$ cat src/rtl/lcg_arw_pkg.sv
// ----------------------------------------------------------------------------
// lcg_arw_pkg
// shared constants and types for the alternating-threshold random walk
// ----------------------------------------------------------------------------
package lcg_arw_pkg;

	// generator arithmetic
	localparam int unsigned STATE_WIDTH = 64;
	localparam int unsigned WORD_WIDTH  = 61;

	localparam logic [STATE_WIDTH-1:0] LCG_MUL   = 64'd3125;
	localparam logic [STATE_WIDTH-1:0] LCG_INC   = 64'd16807;
	localparam logic [STATE_WIDTH-1:0] MODULUS64 = 64'd1944674407370955169;
	localparam logic [WORD_WIDTH-1:0]  MODULUS   = MODULUS64[WORD_WIDTH-1:0];

	// largest multiple count of the modulus that fits in the state word
	localparam int unsigned QMAX = int'(64'hFFFF_FFFF_FFFF_FFFF / MODULUS64);

	// walker
	localparam int unsigned POSITION_WIDTH_DEFAULT = 32;
	localparam int unsigned OUT_POS_WIDTH          = 32;

	// register reset values
	localparam logic [STATE_WIDTH-1:0]   SEED_RESET      = 64'd1;
	localparam logic [OUT_POS_WIDTH-1:0] START_RESET     = 32'd0;
	localparam logic [WORD_WIDTH-1:0]    THRESHOLD_RESET = 61'd972337203685477584;

	// configuration register map
	localparam int unsigned CFG_INDEX_WIDTH = 2;
	localparam int unsigned CFG_DATA_WIDTH  = 64;

	typedef enum logic [CFG_INDEX_WIDTH-1:0] {
		REG_SEED      = 2'd0,
		REG_START     = 2'd1,
		REG_THRESHOLD = 2'd2
	} cfg_reg_t;

endpackage

$ cat src/rtl/lcg_arw_lcg.sv
// ----------------------------------------------------------------------------
// lcg_arw_lcg
// one generator step: 64-bit wrapping multiply-add, then reduction by the modulus
// ----------------------------------------------------------------------------
module lcg_arw_lcg (
	input  logic [lcg_arw_pkg::STATE_WIDTH-1:0] state,
	output logic [lcg_arw_pkg::WORD_WIDTH-1:0]  next_word
);

	logic [lcg_arw_pkg::STATE_WIDTH-1:0] mac;
	logic [lcg_arw_pkg::QMAX-1:0]        ge;
	logic [lcg_arw_pkg::STATE_WIDTH-1:0] diff [lcg_arw_pkg::QMAX];
	logic [lcg_arw_pkg::STATE_WIDTH-1:0] reduced;

	// constant multiply wraps at 64 bits like the unsigned arithmetic it mirrors
	assign mac = state * lcg_arw_pkg::LCG_MUL + lcg_arw_pkg::LCG_INC;

	// compare against every multiple of the modulus in parallel
	for (genvar k = 0; k < lcg_arw_pkg::QMAX; k++) begin : g_mult
		localparam logic [lcg_arw_pkg::STATE_WIDTH-1:0] KM =
			lcg_arw_pkg::MODULUS64 * 64'(k + 1);
		assign ge[k]   = (mac >= KM);
		assign diff[k] = mac - KM;
	end

	// highest multiple not above the value wins
	always_comb begin
		reduced = mac;
		for (int k = 0; k < lcg_arw_pkg::QMAX; k++) begin
			if (ge[k]) begin
				reduced = diff[k];
			end
		end
	end

	assign next_word = reduced[lcg_arw_pkg::WORD_WIDTH-1:0];

endmodule

$ cat src/rtl/lcg_arw_walk.sv
// ----------------------------------------------------------------------------
// lcg_arw_walk
// threshold selection, step direction and next walker position
// ----------------------------------------------------------------------------
module lcg_arw_walk #(
	parameter int unsigned POSITION_WIDTH = lcg_arw_pkg::POSITION_WIDTH_DEFAULT
) (
	input  logic                                  restart,
	input  logic                                  phase,
	input  logic [lcg_arw_pkg::WORD_WIDTH-1:0]    word,
	input  logic [lcg_arw_pkg::WORD_WIDTH-1:0]    threshold,
	input  logic [lcg_arw_pkg::OUT_POS_WIDTH-1:0] start,
	input  logic [POSITION_WIDTH-1:0]             pos,
	output logic [POSITION_WIDTH-1:0]             pos_next,
	output logic                                  moved_right
);

	localparam int unsigned OPW = lcg_arw_pkg::OUT_POS_WIDTH;

	logic [lcg_arw_pkg::WORD_WIDTH-1:0] thr_sat;
	logic [lcg_arw_pkg::WORD_WIDTH-1:0] thr;
	logic                               right;
	logic [POSITION_WIDTH-1:0]          start_ext;

	// threshold above the modulus saturates, odd phase uses the complement
	assign thr_sat = (threshold > lcg_arw_pkg::MODULUS) ? lcg_arw_pkg::MODULUS : threshold;
	assign thr     = phase ? (lcg_arw_pkg::MODULUS - thr_sat) : thr_sat;
	assign right   = (word < thr);

	// start position sign-extended or truncated to the walker width
	if (POSITION_WIDTH > OPW) begin : g_start_wide
		assign start_ext = {{(POSITION_WIDTH - OPW){start[OPW-1]}}, start};
	end else begin : g_start_narrow
		assign start_ext = start[POSITION_WIDTH-1:0];
	end

	always_comb begin
		if (restart) begin
			pos_next = start_ext;
		end else if (right) begin
			pos_next = pos + POSITION_WIDTH'(1);
		end else begin
			pos_next = pos - POSITION_WIDTH'(1);
		end
	end

	assign moved_right = right & ~restart;

endmodule

$ cat src/rtl/lcg_alternating_random_walk_top.sv
// ----------------------------------------------------------------------------
// lcg_alternating_random_walk_top
// one-dimensional random walk driven by a linear congruential generator
// ----------------------------------------------------------------------------
// usage:
//   input channel (in_valid / in_stall / restart): each transfer is one item,
//   restart=1 reloads the start position, restart=0 takes one step.
//   output channel (out_valid / out_stall / position, moved_right, stepped,
//   random_word): exactly one result per input item, in order.
//   config channel (cfg_valid / cfg_ready / cfg_index / cfg_data): cfg_ready
//   is always high; write only while the block is idle. index 0 loads the
//   seed straight into the generator, 1 sets the start position, 2 sets the
//   right-step threshold, other indexes are ignored.
// timing:
//   the generator step, threshold compare and position update are combinational
//   from the input register into the result register. an input transfer fills
//   the input register, its result then the result register, which drives
//   out_valid. throughput is one item per cycle while out_stall is low.
// reset:
//   arst_n clears both valids, seed 1 in the generator, phase 0, position 0.
// backpressure:
//   out_stall holds the result register; the input register then fills and
//   in_stall rises until the result is taken. nothing is dropped.
// ----------------------------------------------------------------------------
module lcg_alternating_random_walk_top #(
	parameter int unsigned POSITION_WIDTH = lcg_arw_pkg::POSITION_WIDTH_DEFAULT
) (
	input  logic                                    clk,
	input  logic                                    arst_n,

	// input items
	input  logic                                    in_valid,
	output logic                                    in_stall,
	input  logic                                    restart,

	// result items
	output logic                                    out_valid,
	input  logic                                    out_stall,
	output logic [lcg_arw_pkg::OUT_POS_WIDTH-1:0]   position,
	output logic                                    moved_right,
	output logic                                    stepped,
	output logic [lcg_arw_pkg::WORD_WIDTH-1:0]      random_word,

	// configuration writes
	input  logic                                    cfg_valid,
	output logic                                    cfg_ready,
	input  logic [lcg_arw_pkg::CFG_INDEX_WIDTH-1:0] cfg_index,
	input  logic [lcg_arw_pkg::CFG_DATA_WIDTH-1:0]  cfg_data
);

	localparam int unsigned SW  = lcg_arw_pkg::STATE_WIDTH;
	localparam int unsigned WW  = lcg_arw_pkg::WORD_WIDTH;
	localparam int unsigned OPW = lcg_arw_pkg::OUT_POS_WIDTH;

	// config registers
	logic [OPW-1:0]            start_q;
	logic [WW-1:0]             threshold_q;

	// walk state
	logic [SW-1:0]             gen_state_q;
	logic                      phase_q;
	logic [POSITION_WIDTH-1:0] pos_q;

	// input register
	logic                      valid_s1;
	logic                      restart_s1;

	// result register
	logic                      valid_s2;
	logic [OPW-1:0]            position_s2;
	logic                      moved_right_s2;
	logic                      stepped_s2;
	logic [WW-1:0]             random_word_s2;

	// datapath
	logic [WW-1:0]             next_word;
	logic [POSITION_WIDTH-1:0] pos_next;
	logic                      right;
	logic [WW-1:0]             word;
	logic [OPW-1:0]            pos_out;

	// handshake
	logic                      advance_s1;
	logic                      fire_s1;
	logic                      take_in;

	// result register frees when empty or when its result leaves this cycle
	assign advance_s1 = ~valid_s2 | ~out_stall;
	assign fire_s1    = valid_s1 & advance_s1;
	assign take_in    = in_valid & ~in_stall;
	assign in_stall   = valid_s1 & ~advance_s1;
	assign cfg_ready  = 1'b1;

	lcg_arw_lcg u_lcg (
		.state     (gen_state_q),
		.next_word (next_word)
	);

	// restart reports the current state, a step reports the new one
	assign word = restart_s1 ? gen_state_q[WW-1:0] : next_word;

	lcg_arw_walk #(
		.POSITION_WIDTH (POSITION_WIDTH)
	) u_walk (
		.restart     (restart_s1),
		.phase       (phase_q),
		.word        (next_word),
		.threshold   (threshold_q),
		.start       (start_q),
		.pos         (pos_q),
		.pos_next    (pos_next),
		.moved_right (right)
	);

	// reported position is the low bits of the walker, zero-filled if narrower
	if (POSITION_WIDTH >= OPW) begin : g_pos_wide
		assign pos_out = pos_next[OPW-1:0];
	end else begin : g_pos_narrow
		assign pos_out = {{(OPW - POSITION_WIDTH){1'b0}}, pos_next};
	end

	// walk state and config; the user must write config only while idle, the block does not enforce it
	always_ff @(posedge clk or negedge arst_n) begin
		if (!arst_n) begin
			gen_state_q <= lcg_arw_pkg::SEED_RESET;
			phase_q     <= 1'b0;
			pos_q       <= '0;
			start_q     <= lcg_arw_pkg::START_RESET;
			threshold_q <= lcg_arw_pkg::THRESHOLD_RESET;
		end else begin
			if (fire_s1) begin
				pos_q <= pos_next;
				if (!restart_s1) begin
					gen_state_q <= {{(SW - WW){1'b0}}, next_word};
					phase_q     <= ~phase_q;
				end
			end
			if (cfg_valid) begin
				unique case (cfg_index)
					lcg_arw_pkg::REG_SEED: begin
						gen_state_q <= cfg_data;
					end
					lcg_arw_pkg::REG_START: begin
						start_q <= cfg_data[OPW-1:0];
					end
					lcg_arw_pkg::REG_THRESHOLD: begin
						threshold_q <= cfg_data[WW-1:0];
					end
					default: begin
					end
				endcase
			end
		end
	end

	// input register
	always_ff @(posedge clk or negedge arst_n) begin
		if (!arst_n) begin
			valid_s1 <= 1'b0;
		end else if (take_in) begin
			valid_s1 <= 1'b1;
		end else if (fire_s1) begin
			valid_s1 <= 1'b0;
		end
	end

	always_ff @(posedge clk) begin
		if (take_in) begin
			restart_s1 <= restart;
		end
	end

	// result register
	always_ff @(posedge clk or negedge arst_n) begin
		if (!arst_n) begin
			valid_s2 <= 1'b0;
		end else if (advance_s1) begin
			valid_s2 <= valid_s1;
		end
	end

	always_ff @(posedge clk) begin
		if (fire_s1) begin
			position_s2    <= pos_out;
			moved_right_s2 <= right;
			stepped_s2     <= ~restart_s1;
			random_word_s2 <= word;
		end
	end

	assign out_valid   = valid_s2;
	assign position    = position_s2;
	assign moved_right = moved_right_s2;
	assign stepped     = stepped_s2;
	assign random_word = random_word_s2;

endmodule

$ cat config.mk
export PLATFORM = sky130hd
export DESIGN_NAME = lcg_alternating_random_walk_top
export DESIGN_NICKNAME = d
export VERILOG_FILES = /design/src/rtl/lcg_arw_pkg.sv /design/src/rtl/lcg_arw_lcg.sv /design/src/rtl/lcg_arw_walk.sv /design/src/rtl/lcg_alternating_random_walk_top.sv
export SDC_FILE = /design/constraint.sdc
export NUM_CORES = 2
export LEC_CHECK = 0
export BUFFER_PORTS_ARGS = -buffer_cell sky130_fd_sc_hd__buf_2
export CAP_MARGIN = 10
export CELL_PAD_IN_SITES_DETAIL_PLACEMENT = 2
export CELL_PAD_IN_SITES_GLOBAL_PLACEMENT = 2
export CORE_MARGIN = 8
export CORE_UTILIZATION = 42
export DETAILED_ROUTE_END_ITERATION = 10
export HOLD_SLACK_MARGIN = 0.06
export PLACE_DENSITY = 0.9
export SLEW_MARGIN = 20
export SYNTH_ARGS = -nofsm -noshare
export SYNTH_HDL_FRONTEND = slang
export SYNTH_SLANG_ARGS = --single-unit
$ cat constraint.sdc
create_clock -name clk -period 39.5 [get_ports clk]
set_input_delay 3.95 -clock clk [delete_from_list [all_inputs] [get_ports clk]]
set_output_delay 3.95 -clock clk [all_outputs]
set_load 0.1 [all_outputs]
# Yosys cells after proc, flatten, opt, wreduce, memory -nomap -nowiden
# Cells that the tools add are included.
word_totals:
  ram_bits: 0
  reg_bits: 288
  input_bits: 72
  elab_cells: 75
  mem_bits_ro: 0
  n_memories: 0
  latchBits: 0
  out_inout_bits: 98
op_classes:
  mul: 1
  eq_ne: 2
  n_addsub: 13
  n_shift: 0
  bitwise: 11
  n_reduce_logical: 5
  order_cmp: 11
  muxes: 20
  n_div: 0
op_table:
  columns: ["op", "n"]
  rows:
  - ["2-to-1 mux 61 bit", 12]
  - ["subtractor 61 bit, second input constant", 6]
  - ["greater-or-equal comparator 64 bit, second input constant", 5]
  - ["2-to-1 mux 64 bit", 4]
  - ["greater-or-equal comparator 64 x 63 -> 1 bit, second input constant", 2]
  - ["adder 64 x 15 -> 64 bit, second input constant", 1]
  - ["greater-or-equal comparator 64 x 61 -> 1 bit, second input constant", 1]
  - ["greater-or-equal comparator 64 x 62 -> 1 bit, second input constant", 1]
  - ["multiplier 64 x 12 -> 64 bit, second input constant", 1]
  - ["2-to-1 mux 32 bit", 2]
  - ["> comparator 61 bit, second input constant", 1]
  - ["less-than comparator 61 bit", 1]
  - ["subtractor 61 x 57 -> 61 bit, second input constant", 1]
  - ["subtractor 61 x 59 -> 61 bit, second input constant", 1]
  - ["subtractor 61 x 60 -> 61 bit, second input constant", 1]
  - ["subtractor 61 bit, first input constant", 1]
  - ["adder 32 x 1 -> 32 bit, second input constant", 1]
  - ["subtractor 32 x 1 -> 32 bit, second input constant", 1]
  - ["NOT 1 bit", 6]
  - ["AND reduction 2 bit", 3]
  - ["AND 1 bit", 4]
  - ["equality test 2 x 1 -> 1 bit, second input constant", 1]
  - ["equality test 2 bit, second input constant", 1]
  - ["zero test 2 bit", 1]
  - ["other kinds (3)", 4]

# Depth between registers and ports, before layout
depth:
  word_depth: 16
  ltp_mapped: 71
  mapped_depth_nobuf: 65

# Modules after synthesis
# A second synthesis with hierarchy kept.
hier_totals:
  hier_cells: 5372
  area_unflattened_um2: 44352.5
modules_own_cells:
  columns: ["module", "seq_area_each_um2", "area_each_um2", "cells_per_inst", "instances"]
  rows:
  - ["lcg_arw_lcg", 0.0, 26690.6, 3687, 1]
  - ["lcg_alternating_random_walk_top", 7731.2, 11364.6, 720, 1]
  - ["lcg_arw_walk", 0.0, 6297.3, 965, 1]

# Least setup slack after synthesis
# OpenSTA, ideal clock, no wires.
synth_timing:
  path_type: "register to register"
  startpoint: "reg gen_state_q[16]"
  endpoint: "reg position_s2[30], in the netlist position[30] (data pin)"
  synth_period_minus_slack_ns: 14.463
  t_required_ns: 39.246
  path_buffers: 3
  setup_ns: 0.254
  path_slack_ns: 25.037
  t_arrival_ns: 14.209
  path_stages_with_launch: 66
  cell_sequence: "dfrtp_1 > ha_1 > ha_1 > inv_1 > fa_1 > inv_1 > fa_1 > inv_1 > fa_1 > inv_1 > ha_1 > a21oi_1 > o22ai_1 > o41a_1 > or3_1 > a21oi_2 > o21ai_2 > xnor2_1 > (+30 left out) > a21o_1 > a21oi_1 > o21bai_1 > a21oi_1 > o21bai_1 > a21oi_1 > o21bai_1 > a2111oi_0 > o31ai_1 > o211a_1 > o31ai_1 > a211oi_1 > o31a_1 > o21a_1 > nor2_1 > xnor2_1 > nand2_1 > nand2_1"
synth_via:
  elab_chain_cells: 15
  word_cells_on_any_way: 32
  cone_classes: "add/sub (10); mul (1); order compare (10); mux (11)"
synth_rtl:
  columns: ["item", "line_no", "rtl"]
  rows:
  - ["start, declared", "lcg_alternating_random_walk_top.sv:60", "logic [SW-1:0] gen_state_q;"]
  - ["start signal, assigned", "lcg_alternating_random_walk_top.sv:125", "gen_state_q <= lcg_arw_pkg::SEED_RESET;"]
  - ["start signal, assigned", "lcg_alternating_random_walk_top.sv:134", "gen_state_q <= {{(SW - WW){1'b0}}, next_word};"]
  - ["start signal, assigned", "lcg_alternating_random_walk_top.sv:141", "gen_state_q <= cfg_data;"]
  - ["multiplier 64 x 12 -> 64 bit *", "lcg_arw_lcg.sv:16", "assign mac = state * lcg_arw_pkg::LCG_MUL + lcg_arw_pkg::LCG_INC;"]
  - ["adder 64 x 15 -> 64 bit *", "lcg_arw_lcg.sv:16", null]
  - ["subtractor 61 bit or greater-or-equal comparator 64 x 61 -> 1 bit (tied branches)", "lcg_arw_lcg.sv:23, lcg_arw_lcg.sv:22", null]
  - ["2-to-1 mux 61 bit (8 in series)", "lcg_arw_lcg.sv:30", "if (ge[k]) begin"]
  - ["2-to-1 mux 61 bit *", "lcg_arw_lcg.sv:30", null]
  - ["less-than comparator 61 bit *", "lcg_arw_walk.sv:28", "assign right = (word < thr);"]
  - ["2-to-1 mux 32 bit *", "lcg_arw_walk.sv:40", "end else if (right) begin"]
  - ["2-to-1 mux 32 bit *", "lcg_arw_walk.sv:38", "if (restart) begin"]
  - ["net pos_next[30]", "lcg_alternating_random_walk_top.sv:77", "logic [POSITION_WIDTH-1:0] pos_next;"]
  - ["end signal, assigned", "lcg_alternating_random_walk_top.sv:184", "position_s2 <= pos_out;"]
  - ["end, declared", "lcg_alternating_random_walk_top.sv:70", "logic [OPW-1:0] position_s2;"]
# The timed path passes the listed nets; every way through them passes the cells marked *.
# A chain may end at the register's enable or synchronous reset.

# Worst setup path after layout
layout_timing:
  startpoint: "reg gen_state_q[3]"
  endpoint: "reg pos_q[30]"
layout_via:
  elab_chain_cells: 15
  word_cells_on_any_way: 32
  cone_classes: "add/sub (10); mul (1); order compare (10); mux (11)"
layout_rtl:
  columns: ["item", "line_no", "rtl"]
  rows:
  - ["multiplier 64 x 12 -> 64 bit *", "lcg_arw_lcg.sv:16", null]
  - ["adder 64 x 15 -> 64 bit *", "lcg_arw_lcg.sv:16", null]
  - ["subtractor 61 bit or greater-or-equal comparator 64 x 61 -> 1 bit (tied branches)", "lcg_arw_lcg.sv:23, lcg_arw_lcg.sv:22", null]
  - ["2-to-1 mux 61 bit (8 in series)", "lcg_arw_lcg.sv:30", null]
  - ["2-to-1 mux 61 bit *", "lcg_arw_lcg.sv:30", null]
  - ["less-than comparator 61 bit *", "lcg_arw_walk.sv:28", null]
  - ["2-to-1 mux 32 bit *", "lcg_arw_walk.sv:40", null]
  - ["2-to-1 mux 32 bit *", "lcg_arw_walk.sv:38", null]
  - ["end signal, assigned", "lcg_alternating_random_walk_top.sv:132", "pos_q <= pos_next;"]
  - ["end, declared", "lcg_alternating_random_walk_top.sv:62", "logic [POSITION_WIDTH-1:0] pos_q;"]
# Every way passes the cells marked *; elsewhere a longest branch is shown, timed or not.

==> summary.md <==
| Metric | Value |
|---|---|
| Run status | `finished clean` |
| Net count reported at finish | `6055` |
| Die Span X | `334 um` |
| Critical Path Fanout Max | `58` |
| Worst setup EP type | `flip-flop` |
| Worst path slowest cell | `sky130_fd_sc_hd__xnor2_1` |
| Fin worst setup slack | `18.14 ns` |
| Routability Congestion | `0.988` |
| Finished Layout Cells | `6683` |
| Worst path top cell family by delay | `compound AO/OA/AOI/OAI gates` |
| Endpoint with the worst hold slack | `pos_q[21]$_DFFE_PN0P_` |
| DRT antenna net count | `0` |
| Highest clock frequency the design can meet | `46.8 MHz` |
| Commonest cells after routing, fill and taps aside | `sky130_fd_sc_hd__nand2_1 (585), sky130_fd_sc_hd__inv_1 (506), sky130_fd_sc_hd__ha_1 (418)` |
| Area grow syn2layout | `7.95%` |
| Count of cells along the worst register-to-register path | `65` |
| Worst clock skew | `0.0244 ns` |
| Synthesis-stage register bit count | `288` |
| Starting utilization of the core area | `0.424` |
| Worst hold stages | `2` |
| Number of standard-cell rows in the floorplan | `116` |
| Count of fill cells added during filler insertion | `11163` |
| Sink count of the clock tree | `288` |
| Final period utilization | `0.541` |
| Max Root-Sink Buffers | `3` |
| Register-to-register path setup slack | `18.14 ns` |
| Deepest level of the CTS H-tree | `1` |
| Post-synth top area cell | `sky130_fd_sc_hd__ha_1` |
| Detailed-routing iteration count for the pre-antenna-repair pass | `8` |
| Total CTS buffers | `31` |
| Ys async rst share | `0.667` |
| Post-DP HPWL | `189 mm` |
| Synthesis Warnings | `0` |
| Library cell appearing most often on the critical path | `sky130_fd_sc_hd__a21oi_1` |
| Leading register cell type out of synthesis | `sky130_fd_sc_hd__dfrtp_1` |
| Total instance count after detailed placement | `6615` |
| Syn Std Cell Area | `42400 um^2` |
| Post-CTS sizing | `0` |
| Register area | `7730 um^2` |
| Antenna violations before repair | `15` |
| Number of setup violations in the final report | `0` |
| Dominant cells by area after synthesis | `sky130_fd_sc_hd__ha_1 (12%), sky130_fd_sc_hd__fa_1 (10%), sky130_fd_sc_hd__dfrtp_1 (9.3%)` |
| Die height | `334 um` |
| Overflow after GRT | `0` |
| Max cap viols | `0` |
| Final Critical Period | `21.36 ns` |
| Vias in the first global route | `52628` |
| Latest clock arrival within the worst-skew pair | `0.65 ns` |
| Global-route wire length before repair | `386 mm` |
| Maximum number of pins on one net before global-route repair | `78` |
| Clock tree from TritonCTS | `yes` |
| Per-cell routed wire length | `39.8 um` |
| Final-report max-slew violation count | `0` |
| Most frequent standard cell in the layout excluding fill and tap cells | `sky130_fd_sc_hd__nand2_1` |
| Hold Crit Start | `pos_q[21]$_DFFE_PN0P_` |
| Aggregate global-route resource usage | `0.455` |
| Min Hold Slack | `0.514 ns` |
| Endpoint of the worst register-to-register path | `pos_q[30]$_DFFE_PN0P_` |
| Count of input and output buffers | `168` |
| Setup TNS after final layout | `0 ns` |
| Area of combinational cells with multiple inputs | `31500 um^2` |
| Mean number of vias per cell | `7.51` |
| Die Footprint | `111000 um^2` |
| Sequential element share of the synthesized area | `0.183` |
| Share of Yosys cell area claimed by the top area cell type | `0.123` |
| Cell variety after synth | `118` |
| Worst min path class | `reg2reg` |
| Number of top-level pins | `170` |
| Endpoints failing hold | `0` |
| Slew of the pin with the lowest slew margin | `1.21 ns` |
| Setup repair after global routing missed its margin | `no` |
| Startpoint type of the worst setup path | `flip-flop` |
| CTS Root Buffer Type | `sky130_fd_sc_hd__clkbuf_16` |
| Placeable core region | `100000 um^2` |
| Cells after synthesis | `5327` |
| Number of enable flip-flop cells after synthesis | `96` |
| Share of layout cells above drive strength 1 | `0.121` |
| Type of the worst setup path | `reg2reg` |
| Detailed-route DRC error count | `0` |
| Post-Place Worst Slack | `20.04 ns` |
| Number of vias in the routed layout | `50184` |
| Post-Synthesis Net Count | `6032` |
| Crit-path max cell delay | `0.82 ns` |
| DRT Wirelength | `266 mm` |
| Post CTS Setup Buffer Count | `0` |
| Clock transition at the register clock pins on the worst setup and hold paths after CTS | `0.08 ns` |
| Number of hold buffers added after cts | `0` |
| Relative slew slack | `0.192` |
| Sum of buffers and inverters on the critical path | `8` |
| Initial drt markers | `7213` |
| Average instance area after synthesis | `7.95 um^2` |
| CP Data Required Time | `40.05 ns` |
| WP data arrival | `21.91 ns` |
| Startpoint of the lowest-slack register-to-register path | `gen_state_q[3]$_DFF_PN0_` |
==> logic make-up after synthesis <==
group	after synthesis	synth area share
AOI/OAI and AO/OA	1584	0.252
xor gates and xnor gates	156	0.0323
adders and majority gates	633	0.225
buffers and inverters	814	0.0752
DFF	288	0.183
muxes	172	0.0449
other	1	0.0000885
and+or+nand+nor	1679	0.188
==> Yosys cell counts, drive strengths merged, types with 17 or more instances <==
cell type / n
fa: 215
mux2: 143
o21bai: 20
dfrtp: 157
a221oi: 24
o31ai: 52
o21a: 48
xnor2: 129
nand2: 585
mux2i: 29
or3: 57
ha: 418
nor4: 46
edfxtp: 96
a22oi: 17
or2: 28
xor2: 27
a2111oi: 22
a211o: 23
o21ai: 375
nor3: 143
or4: 21
a21oi: 359
a31o: 17
and2: 46
a211oi: 72
o41ai: 17
nand3: 155
nand4: 90
dfstp: 35
nand2b: 43
nor2b: 33
o2111ai: 20
nor2: 346
a31oi: 96
o22ai: 31
buf: 98
clkbuf: 207
a21o: 90
o211ai: 67
a311oi: 19
o221ai: 27
and3: 57
o311ai: 23
inv: 507
==> how the worst max path moves through the flow <==
stage	start	to	slack [ns]	cells past startpoint
2_1_floorplan	gen_state_q[16]$_DFF_PN0_	position[30]$_DFFE_PP_	25.04	65
3_3_place_gp	gen_state_q[0]$_DFF_PN1_	position[30]$_DFFE_PP_	21.43	62
3_5_place_dp	gen_state_q[0]$_DFF_PN1_	pos_q[30]$_DFFE_PN0P_	20.04	62
4_1_cts	gen_state_q[0]$_DFF_PN1_	pos_q[30]$_DFFE_PN0P_	19.37	64
5_1_grt	gen_state_q[0]$_DFF_PN1_	pos_q[30]$_DFFE_PN0P_	18.09	64
6_report	gen_state_q[3]$_DFF_PN0_	pos_q[30]$_DFFE_PN0P_	18.14	65
==> sequential cells by signal, summed over array words and instances (netlist names) <==
| name | cells |
|---|---|
| start_q | 32 |
| out_valid | 1 |
| stepped | 1 |
| restart_s1 | 1 |
| gen_state_q | 64 |
| moved_right | 1 |
| threshold_q | 61 |
| pos_q | 32 |
| valid_s1 | 1 |
| phase_q | 1 |
| random_word | 61 |
| position | 32 |
==> worst reg2reg max path, delay by kind of cell (launching register included) <==
family,cells,cell delay (ns)
xor gates and xnor gates,2,0.99
adders and majority gates,8,3.85
and+or+nand+nor,14,4.23
DFF,1,0.57
AOI/OAI and AO/OA,33,10.28
buffers and inverters,8,1.40
==> layout make-up <==
class / instances / area share
clock buffers: 43 / 0.0199
clock inverters: 15 / 0.00361
multi-input cells: 4225 / 0.690
flip-flops and latches: 288 / 0.169
diodes: 10 / 0.000547
well taps: 1298 / 0.0355
inverters: 509 / 0.0418
repair buffers: 295 / 0.0394
==> through the flow <==
| step | instance area, um^2 | utilization |
|---|---|---|
| after floorplan | 42400 | - |
| after global placement | 44600 | 0.446 |
| after detailed placement | 44600 | 0.446 |
| after CTS | 45700 | 0.457 |
| after global routing | 45700 | 0.457 |
| final | 45700 | 0.457 |
==> routing by layer <==
layer | vias up | global-route usage | part of all wire
met5 | - | 0.00738 | 0.00088
met4 | 14 | 0.259 | 0.071
met3 | 1257 | 0.142 | 0.12
met2 | 4181 | 0.699 | 0.43
met1 | 25360 | 0.563 | 0.37
li1 | 19372 | - | -
Power is left out: the tool's default activity adds up to more than one toggle a clock period on the data nets, which glitch-free logic cannot reach.
